### src/rtl/sed_pkg.sv
`timescale 1ns / 1ps
`default_nettype none
package sed_pkg;

  typedef struct packed {
    logic [7:0] in_byte;
    logic       end_of_literal;
  } in_word_t;

  typedef struct packed {
    logic [7:0] out_byte;
    logic       last_in_run;
  } out_word_t;

  // words made by one input, in output order
  typedef struct packed {
    logic [1:0]      count;
    out_word_t [1:0] words;
  } dec_result_t;

  localparam logic [1:0] MODE_PLAIN = 2'd0;
  localparam logic [1:0] MODE_ESC   = 2'd1;
  localparam logic [1:0] MODE_OCT   = 2'd2;
  localparam logic [1:0] MODE_HEX   = 2'd3;

  localparam logic [7:0] CH_BACKSLASH = 8'h5C;
  localparam logic [7:0] CH_DQUOTE    = 8'h22;
  localparam logic [7:0] CH_SQUOTE    = 8'h27;
  localparam logic [7:0] CH_QMARK     = 8'h3F;
  localparam logic [7:0] CH_X         = 8'h78;
  localparam logic [7:0] CH_N         = 8'h6E;
  localparam logic [7:0] CH_T         = 8'h74;
  localparam logic [7:0] CH_V         = 8'h76;
  localparam logic [7:0] CH_B         = 8'h62;
  localparam logic [7:0] CH_R         = 8'h72;
  localparam logic [7:0] CH_F         = 8'h66;
  localparam logic [7:0] CH_A         = 8'h61;
  localparam logic [7:0] CH_NEWLINE   = 8'h0A;
  localparam logic [7:0] CH_TAB       = 8'h09;
  localparam logic [7:0] CH_VTAB      = 8'h0B;
  localparam logic [7:0] CH_BACKSPACE = 8'h08;
  localparam logic [7:0] CH_CR        = 8'h0D;
  localparam logic [7:0] CH_FORMFEED  = 8'h0C;
  localparam logic [7:0] CH_BELL      = 8'h07;
  localparam logic [7:0] CH_ZERO      = 8'h30;
  localparam logic [7:0] CH_NINE      = 8'h39;
  localparam logic [7:0] CH_LOWER_A   = 8'h61;
  localparam logic [7:0] CH_LOWER_F   = 8'h66;
  localparam logic [7:0] CH_UPPER_A   = 8'h41;
  localparam logic [7:0] CH_UPPER_F   = 8'h46;
  localparam logic [7:0] HEX_ALPHA_OFS = 8'd10;

  // {hit, byte} for the single-character escapes
  function automatic logic [8:0] simple_escape(input logic [7:0] c);
    logic [8:0] r;
    unique case (c)
      CH_N:         r = {1'b1, CH_NEWLINE};
      CH_T:         r = {1'b1, CH_TAB};
      CH_V:         r = {1'b1, CH_VTAB};
      CH_B:         r = {1'b1, CH_BACKSPACE};
      CH_R:         r = {1'b1, CH_CR};
      CH_F:         r = {1'b1, CH_FORMFEED};
      CH_A:         r = {1'b1, CH_BELL};
      CH_BACKSLASH: r = {1'b1, CH_BACKSLASH};
      CH_QMARK:     r = {1'b1, CH_QMARK};
      CH_SQUOTE:    r = {1'b1, CH_SQUOTE};
      CH_DQUOTE:    r = {1'b1, CH_DQUOTE};
      default:      r = {1'b0, 8'h00};
    endcase
    return r;
  endfunction

  // {hit, nibble}
  function automatic logic [4:0] hex_digit(input logic [7:0] c);
    logic [7:0] d;
    logic [4:0] r;
    d = 8'h00;
    r = 5'h00;
    if (c >= CH_ZERO && c <= CH_NINE) begin
      d = c - CH_ZERO;
      r = {1'b1, d[3:0]};
    end else if (c >= CH_LOWER_A && c <= CH_LOWER_F) begin
      d = c - CH_LOWER_A + HEX_ALPHA_OFS;
      r = {1'b1, d[3:0]};
    end else if (c >= CH_UPPER_A && c <= CH_UPPER_F) begin
      d = c - CH_UPPER_A + HEX_ALPHA_OFS;
      r = {1'b1, d[3:0]};
    end
    return r;
  endfunction

  function automatic logic is_oct_digit(input logic [7:0] c);
    return c[7:3] == 5'b00110;
  endfunction

endpackage
`default_nettype wire

### src/rtl/sed_decode.sv
`timescale 1ns / 1ps
`default_nettype none
module sed_decode (
  input  wire logic               clk,
  input  wire logic               rst,
  input  wire logic               advance,
  input  wire sed_pkg::in_word_t  item,
  output sed_pkg::dec_result_t    res
);

  logic [1:0] mode;
  logic [7:0] value;
  logic [1:0] count;
  logic [1:0] mode_next;
  logic [7:0] value_next;
  logic [1:0] count_next;

  logic [7:0] c;
  logic       to_esc;
  logic       plain_out;
  logic [8:0] simple;
  logic [4:0] hexd;
  logic [7:0] oct_val;
  logic [7:0] hex_val;
  logic       a_valid;
  logic [7:0] a_byte;
  logic       b_valid;
  logic       f_valid;
  logic [7:0] f_byte;

  always_comb begin
    c         = item.in_byte;
    to_esc    = (c == sed_pkg::CH_BACKSLASH);
    plain_out = !to_esc && (c != sed_pkg::CH_DQUOTE);
    simple    = sed_pkg::simple_escape(c);
    hexd      = sed_pkg::hex_digit(c);
    oct_val   = {value[4:0], c[2:0]};
    hex_val   = {value[3:0], hexd[3:0]};

    mode_next  = mode;
    value_next = value;
    count_next = count;
    a_valid    = 1'b0;
    a_byte     = value;
    b_valid    = 1'b0;
    f_valid    = 1'b0;

    unique case (mode)
      sed_pkg::MODE_PLAIN: begin
        mode_next = to_esc ? sed_pkg::MODE_ESC : sed_pkg::MODE_PLAIN;
        b_valid   = plain_out;
      end
      sed_pkg::MODE_ESC: begin
        mode_next = sed_pkg::MODE_PLAIN;
        if (simple[8]) begin
          a_valid = 1'b1;
          a_byte  = simple[7:0];
        end else if (c == sed_pkg::CH_X) begin
          mode_next  = sed_pkg::MODE_HEX;
          value_next = 8'h00;
          count_next = 2'd0;
        end else if (sed_pkg::is_oct_digit(c)) begin
          mode_next  = sed_pkg::MODE_OCT;
          value_next = {5'b0, c[2:0]};
          count_next = 2'd1;
        end
      end
      sed_pkg::MODE_OCT: begin
        if (sed_pkg::is_oct_digit(c)) begin
          if (count[1]) begin
            a_valid    = 1'b1;
            a_byte     = oct_val;
            mode_next  = sed_pkg::MODE_PLAIN;
            value_next = 8'h00;
            count_next = 2'd0;
          end else begin
            value_next = oct_val;
            count_next = count + 2'd1;
          end
        end else begin
          a_valid    = 1'b1;
          value_next = 8'h00;
          count_next = 2'd0;
          mode_next  = to_esc ? sed_pkg::MODE_ESC : sed_pkg::MODE_PLAIN;
          b_valid    = plain_out;
        end
      end
      sed_pkg::MODE_HEX: begin
        if (hexd[4]) begin
          value_next = hex_val;
        end else begin
          a_valid    = 1'b1;
          value_next = 8'h00;
          count_next = 2'd0;
          mode_next  = to_esc ? sed_pkg::MODE_ESC : sed_pkg::MODE_PLAIN;
          b_valid    = plain_out;
        end
      end
    endcase

    // end of literal: flush a pending numeric escape, then back to reset
    f_byte = value_next;
    if (item.end_of_literal) begin
      f_valid    = (mode_next == sed_pkg::MODE_OCT) || (mode_next == sed_pkg::MODE_HEX);
      mode_next  = sed_pkg::MODE_PLAIN;
      value_next = 8'h00;
      count_next = 2'd0;
    end

    res.count = {1'b0, a_valid} + {1'b0, b_valid} + {1'b0, f_valid};
    res.words[0].out_byte    = a_valid ? a_byte : (b_valid ? c : f_byte);
    res.words[0].last_in_run = !(a_valid && (b_valid || f_valid));
    res.words[1].out_byte    = b_valid && a_valid ? c : f_byte;
    res.words[1].last_in_run = 1'b1;
  end

  always_ff @(posedge clk) begin
    if (rst) begin
      mode  <= sed_pkg::MODE_PLAIN;
      value <= 8'h00;
      count <= 2'd0;
    end else if (advance) begin
      mode  <= mode_next;
      value <= value_next;
      count <= count_next;
    end
  end

endmodule
`default_nettype wire

### src/rtl/sed_outq.sv
`timescale 1ns / 1ps
`default_nettype none
module sed_outq (
  input  wire logic                  clk,
  input  wire logic                  rst,
  input  wire logic                  push,
  input  wire sed_pkg::dec_result_t  res,
  output logic                       ready,
  output logic                       rsp_valid,
  input  wire logic                  rsp_stall,
  output sed_pkg::out_word_t         rsp_data
);

  sed_pkg::out_word_t [1:0] slots;
  logic [1:0]               fill;
  logic                     pop;

  assign rsp_valid = (fill != 2'd0);
  assign rsp_data  = slots[0];
  assign pop       = rsp_valid && !rsp_stall;
  // take a new input only once the queue empties this cycle
  assign ready     = (fill == 2'd0) || ((fill == 2'd1) && !rsp_stall);

  always_ff @(posedge clk) begin
    if (rst) begin
      fill <= 2'd0;
    end else if (push) begin
      fill <= res.count;
    end else if (pop) begin
      fill <= fill - 2'd1;
    end
  end

  always_ff @(posedge clk) begin
    if (push) begin
      slots <= res.words;
    end else if (pop) begin
      slots[0] <= slots[1];
    end
  end

endmodule
`default_nettype wire

### src/rtl/string_escape_decoder_unit.sv
`timescale 1ns / 1ps
`default_nettype none
// Decodes the body of a C string literal, one raw byte per accepted req word,
// into decoded bytes on the rsp channel (zero, one or two words per input,
// last_in_run marking the final one). Simple escapes, octal (up to three
// digits) and hex escapes are resolved, illegal escapes and bare double
// quotes are dropped, and a pending numeric escape is flushed on
// end_of_literal. One input byte per cycle is sustained while rsp_stall is
// low; an input that yields two words holds req_stall while the two-entry
// result queue drains. Results appear the cycle after an input is accepted.
module string_escape_decoder_unit (
  input  wire logic                clk,
  input  wire logic                rst,
  input  wire logic                req_valid,
  output logic                     req_stall,
  input  wire sed_pkg::in_word_t   req_data,
  output logic                     rsp_valid,
  input  wire logic                rsp_stall,
  output sed_pkg::out_word_t       rsp_data
);

  sed_pkg::dec_result_t res;
  logic                 ready;
  logic                 advance;

  assign req_stall = !ready;
  assign advance   = req_valid && ready;

  sed_decode u_decode (
    .clk     (clk),
    .rst     (rst),
    .advance (advance),
    .item    (req_data),
    .res     (res)
  );

  sed_outq u_outq (
    .clk       (clk),
    .rst       (rst),
    .push      (advance),
    .res       (res),
    .ready     (ready),
    .rsp_valid (rsp_valid),
    .rsp_stall (rsp_stall),
    .rsp_data  (rsp_data)
  );

endmodule
`default_nettype wire

### config.mk
export PLATFORM = sky130hd
export DESIGN_NAME = string_escape_decoder_unit
export DESIGN_NICKNAME = d
export VERILOG_FILES = /design/src/rtl/sed_pkg.sv /design/src/rtl/sed_decode.sv /design/src/rtl/sed_outq.sv /design/src/rtl/string_escape_decoder_unit.sv
export SDC_FILE = /design/constraint.sdc
export NUM_CORES = 1
export LEC_CHECK = 0
export CAP_MARGIN = 30
export CORE_MARGIN = 2
export CORE_UTILIZATION = 60
export CTS_CLUSTER_DIAMETER = 120
export DETAILED_ROUTE_END_ITERATION = 7
export DONT_BUFFER_PORTS = 1
export HOLD_SLACK_MARGIN = 0.08
export PLACE_DENSITY = 0.86
export SLEW_MARGIN = 0
export SYNTH_ARGS = -nofsm -noshare
export SYNTH_HDL_FRONTEND = slang
export SYNTH_SLANG_ARGS = --single-unit
### constraint.sdc
create_clock -name clk -period 5.25 [get_ports clk]
set_input_delay 0.2625 -clock clk [delete_from_list [all_inputs] [get_ports clk]]
set_output_delay 0.2625 -clock clk [all_outputs]
set_load 0.02 [all_outputs]
==> results_tabular.tex <==
\begin{tabular}{lr}
\hline
Metric & Value \\
\hline
\multicolumn{2}{l}{\textbf{Global route}} \\
\quad Wire length of the first global-routing pass & 11400 um \\
\quad Total congestion overflow after global routing & 0 \\
\quad Number of global-route vias before repair & 2301 \\
\quad Total Routing Usage GR & 28.0\% \\
\quad Largest net degree at the start of global routing & 28 \\
\quad Antenna violations before repair & 0 \\
\multicolumn{2}{l}{\textbf{Setup path}} \\
\quad Crit path required time & 5.41 ns \\
\quad Max FO, Critical Path & 10 \\
\quad Class of the most critical setup path & flop to flop \\
\quad CP arrival & 2.93 ns \\
\quad Cell type with the highest occurrence count on the critical path & sky130\_fd\_sc\_hd\_\_nor2\_1 \\
\quad Minimum setup slack among reg-to-reg paths & 2.48 ns \\
\quad Startpoint Class & flop \\
\quad Chain of cells forming the critical path & inv\_1 -> ha\_1 -> nand2b\_1 -> o22ai\_1 -> a22o\_1 -> nand3\_1 -> fa\_1 -> nor2\_1 -> a311oi\_1 -> nor2\_1 \\
\quad Cell with the largest stage delay on the worst path & sky130\_fd\_sc\_hd\_\_fa\_1 \\
\quad Maximum single-stage delay on the critical path & 0.56 ns \\
\quad Crit end category & flop \\
\multicolumn{2}{l}{\textbf{Clock network}} \\
\quad Root cell of the clock tree & sky130\_fd\_sc\_hd\_\_clkbuf\_8 \\
\quad Clock tree from TritonCTS & done \\
\quad Clk slew on worst S/H paths & 0.06 ns \\
\quad H-tree depth & 2 \\
\quad CTS buffer count & 5 \\
\quad Number of clock sinks & 31 \\
\quad Resize count post-CTS & 0 \\
\quad Clock latency on the worst-skew pair & 0.29 ns \\
\quad Bufs on Longest Clock Path & 2 \\
\multicolumn{2}{l}{\textbf{Power}} \\
\quad Design Power & 679 uW \\
\quad Internal power & 450 uW \\
\quad Switching power of the nets & 229 uW \\
\quad Combinational Power Share & 22.6\% \\
\quad Clock network fraction of design power & 26.0\% \\
\quad Areal power density over the cells & 243 mW/mm\^{}2 \\
\quad Net Sw Frac & 33.8\% \\
\quad Leakage dissipation & 0.000956 uW \\
\quad Maximum VDD drop & 128 uV \\
\quad Part of the total power dissipated in sequential elements & 51.3\% \\
\multicolumn{2}{l}{\textbf{Timing}} \\
\quad RSZ-0062 raised after global routing & no \\
\quad Final worst setup slack & 2.48 ns \\
\quad Worst max-slew margin expressed relative to the limit & 50.8\% \\
\quad Transition at the pin with the smallest max-transition slack & 0.735 ns \\
\quad Fin Setup TNS & 0 ns \\
\quad Worst-case clock skew & 0.00557 ns \\
\quad Final min period & 2.77 ns \\
\quad Worst hold slack & 0.0813 ns \\
\quad Highest clock frequency the design can meet & 361 MHz \\
\quad Number of endpoints with negative hold slack in the final report & 0 \\
\quad Max-slew violation total from the final report & 0 \\
\quad Total setup violations reported at the end of the flow & 0 \\
\quad Fraction of the cycle the final worst path needs & 52.7\% \\
\multicolumn{2}{l}{\textbf{Synth}} \\
\quad Synth Warn \# & 0 \\
\quad Area share of the largest cell type after synthesis & 17.9\% \\
\quad Net Count, Synth & 354 \\
\quad Combined area of all synthesized cells & 0.00284 mm\^{}2 \\
\quad Share of async-settable or async-resettable flops after synthesis & 0\% \\
\quad Largest cells by area after synthesis & sky130\_fd\_sc\_hd\_\_edfxtp\_1, sky130\_fd\_sc\_hd\_\_dfxtp\_1, sky130\_fd\_sc\_hd\_\_ha\_1 \\
\quad Number of enable flip-flop cells after synthesis & 17 \\
\quad Avg Synthesized Cell Area & 8.64 um\^{}2 \\
\quad Proportion of synthesized chip area in sequential cells & 27.8\% \\
\quad Number of synthesized register bits & 31 \\
\quad Gate count after technology mapping & 329 \\
\quad Largest area contributor in the synthesized netlist & sky130\_fd\_sc\_hd\_\_edfxtp\_1 \\
\quad Synth cell types & 77 \\
\quad Commonest register cell after synthesis & sky130\_fd\_sc\_hd\_\_edfxtp\_1 \\
\multicolumn{2}{l}{\textbf{Placed design}} \\
\quad Quantity of I/O buffers inserted on ports & 0 \\
\quad Worst setup timing slack at the placement stage & 2.26 ns \\
\quad Final weighted congestion in routability-driven placement & 0.972 \\
\quad Post-Place Cell Area & 0.00271 mm\^{}2 \\
\quad HPWL after detailed placement & 5220 um \\
\multicolumn{2}{l}{\textbf{Status}} \\
\quad Result of the run & complete, no violations \\
\multicolumn{2}{l}{\textbf{Floorplan}} \\
\quad Ports placed on the boundary & 24 \\
\quad Standard cell core area & 0.00466 mm\^{}2 \\
\quad Die Outline Area & 0.00531 mm\^{}2 \\
\quad Die Wd & 72.8 um \\
\quad Number of cell rows & 25 \\
\quad DIE HEIGHT & 72.8 um \\
\quad Starting density of the core & 61.0\% \\
\multicolumn{2}{l}{\textbf{Finish}} \\
\quad Number of diodes added for antenna fixing & 0 \\
\quad Fraction of final layout cells sized beyond drive strength 1 & 10.7\% \\
\quad Most common cell after layout, fill and taps aside & sky130\_fd\_sc\_hd\_\_nor2\_1 \\
\quad Commonest cells after routing, fill and taps aside & sky130\_fd\_sc\_hd\_\_nor2\_1, sky130\_fd\_sc\_hd\_\_nand2\_1, sky130\_fd\_sc\_hd\_\_a21oi\_1 \\
\quad Count of nets after finishing & 331 \\
\quad Area growth, synth to finish & -1.54\% \\
\quad Layout Cell Area excl Fill & 0.00280 mm\^{}2 \\
\multicolumn{2}{l}{\textbf{Drt}} \\
\quad Number of nets with antenna violations after routing & 0 \\
\quad Count of vias placed by the detailed router & 2559 \\
\quad DR iter-0 viols & 334 \\
\quad DRC violations left & 0 \\
\quad Post-DR vias/cell & 7.09 \\
\quad Routed WL per cell & 19.4 um \\
\quad Post-detailed-routing wire length & 6990 um \\
\quad First-pass DRT Iterations & 5 \\
\multicolumn{2}{l}{\textbf{Hold path}} \\
\quad Hold WC Path Type & input pin to flop \\
\multicolumn{2}{l}{\textbf{Job}} \\
\quad Maximum Capacitance Violations & 0 \\
\hline
\end{tabular}
-- layer usage --
| metal | GRT usage, % | up-vias | routed length [um] |
|---|---|---|---|
| li1 | - | 1179 | - |
| met1 | 37.2 | 1212 | 2860 |
| met2 | 43.7 | 141 | 3210 |
| met3 | 4.14 | 27 | 630 |
| met4 | 15.0 | 0 | 287 |
| met5 | 0 | - | 0 |
-- cell usage after synthesis (all sizes together), types with 8 or more instances --
cell and n:
nor2 37, nand2 29, buf 24, a21oi 20
inv 18, edfxtp 17, dfxtp 14, nand3 12
ha 11, mux2 10, a221o 8, a22oi 8
clkbuf 8, nand2b 8, o21ai 8
-- power by group through the flow --
stage	clock, uW	combinational (uW)	sequential, uW
after floorplan	0	191	320
after global placement	0	146	353
after detailed placement	0	150	354
after CTS	177	152	349
after global routing	187	172	354
final	177	154	349
-- kinds of logic (layout without fill, tap and decap cells) --
logic type	after synthesis	count (layout)	share of synthesized area (%)
XOR/XNOR	1	1	0.308
AND/OR/NAND/NOR	122	122	23.4
adder cells (fa/ha/maj)	12	12	5.54
AO/OA/AOI/OAI	96	96	26.7
flip-flops	31	31	27.8
multiplexers	17	17	6.42
buffers and inverters	50	28	9.85
-- final cells by class --
class                      instances  area (um^2)
timing repair buffer               2         17.5
multi-input combinational        248         1770
fill                             421         1860
tap                               54         67.6
clock buffer                       7         76.3
inverter                          18         70.1
clock inverter                     1         5.00
sequential                        31          791
-- worst max-delay path, delay by kind of cell (launching register included) --
kind            cells  cell delay (ns)
fa+ha+maj           2             0.96
compound gates      3             0.67
simple gates        4             0.52
flops               1             0.35
buf+inv             1             0.13
-- metrics by stage --
step                      utilization (%)  cells
after CTS                            60.1    361
final                                60.1    361
after floorplan                         -    329
after detailed placement             58.1    352
after global routing                 60.1    361
after global placement               58.1    352
-- worst paths after layout --
kind / from / to / depth (start not counted)
min reg2reg: u_outq.fill[1]$_SDFFE_PP0P_ / u_outq.fill[1]$_SDFFE_PP0P_ / 2
max: u_decode.mode[0]$_SDFFE_PP0P_ / u_outq.fill[0]$_SDFFE_PP0P_ / 10
min: rst / u_decode.mode[0]$_SDFFE_PP0P_ / 1
max reg2reg: u_decode.mode[0]$_SDFFE_PP0P_ / u_outq.fill[0]$_SDFFE_PP0P_ / 10
-- state kept, by name, indices dropped and copies added (netlist names) --
signal and count:
u_outq.rsp_data 9, u_decode.value 8, u_decode.count 2, u_outq.fill 2, u_decode.mode 2, u_outq.slots 8
-- repair_timing --
item | in CTS | in global routing
hold buffers | 1 | 0
buffers inserted | 0 | 0
hold endpoints to repair | 13 | 0
setup endpoints to repair | 0 | 0
Power figures use the tool's default switching activity.
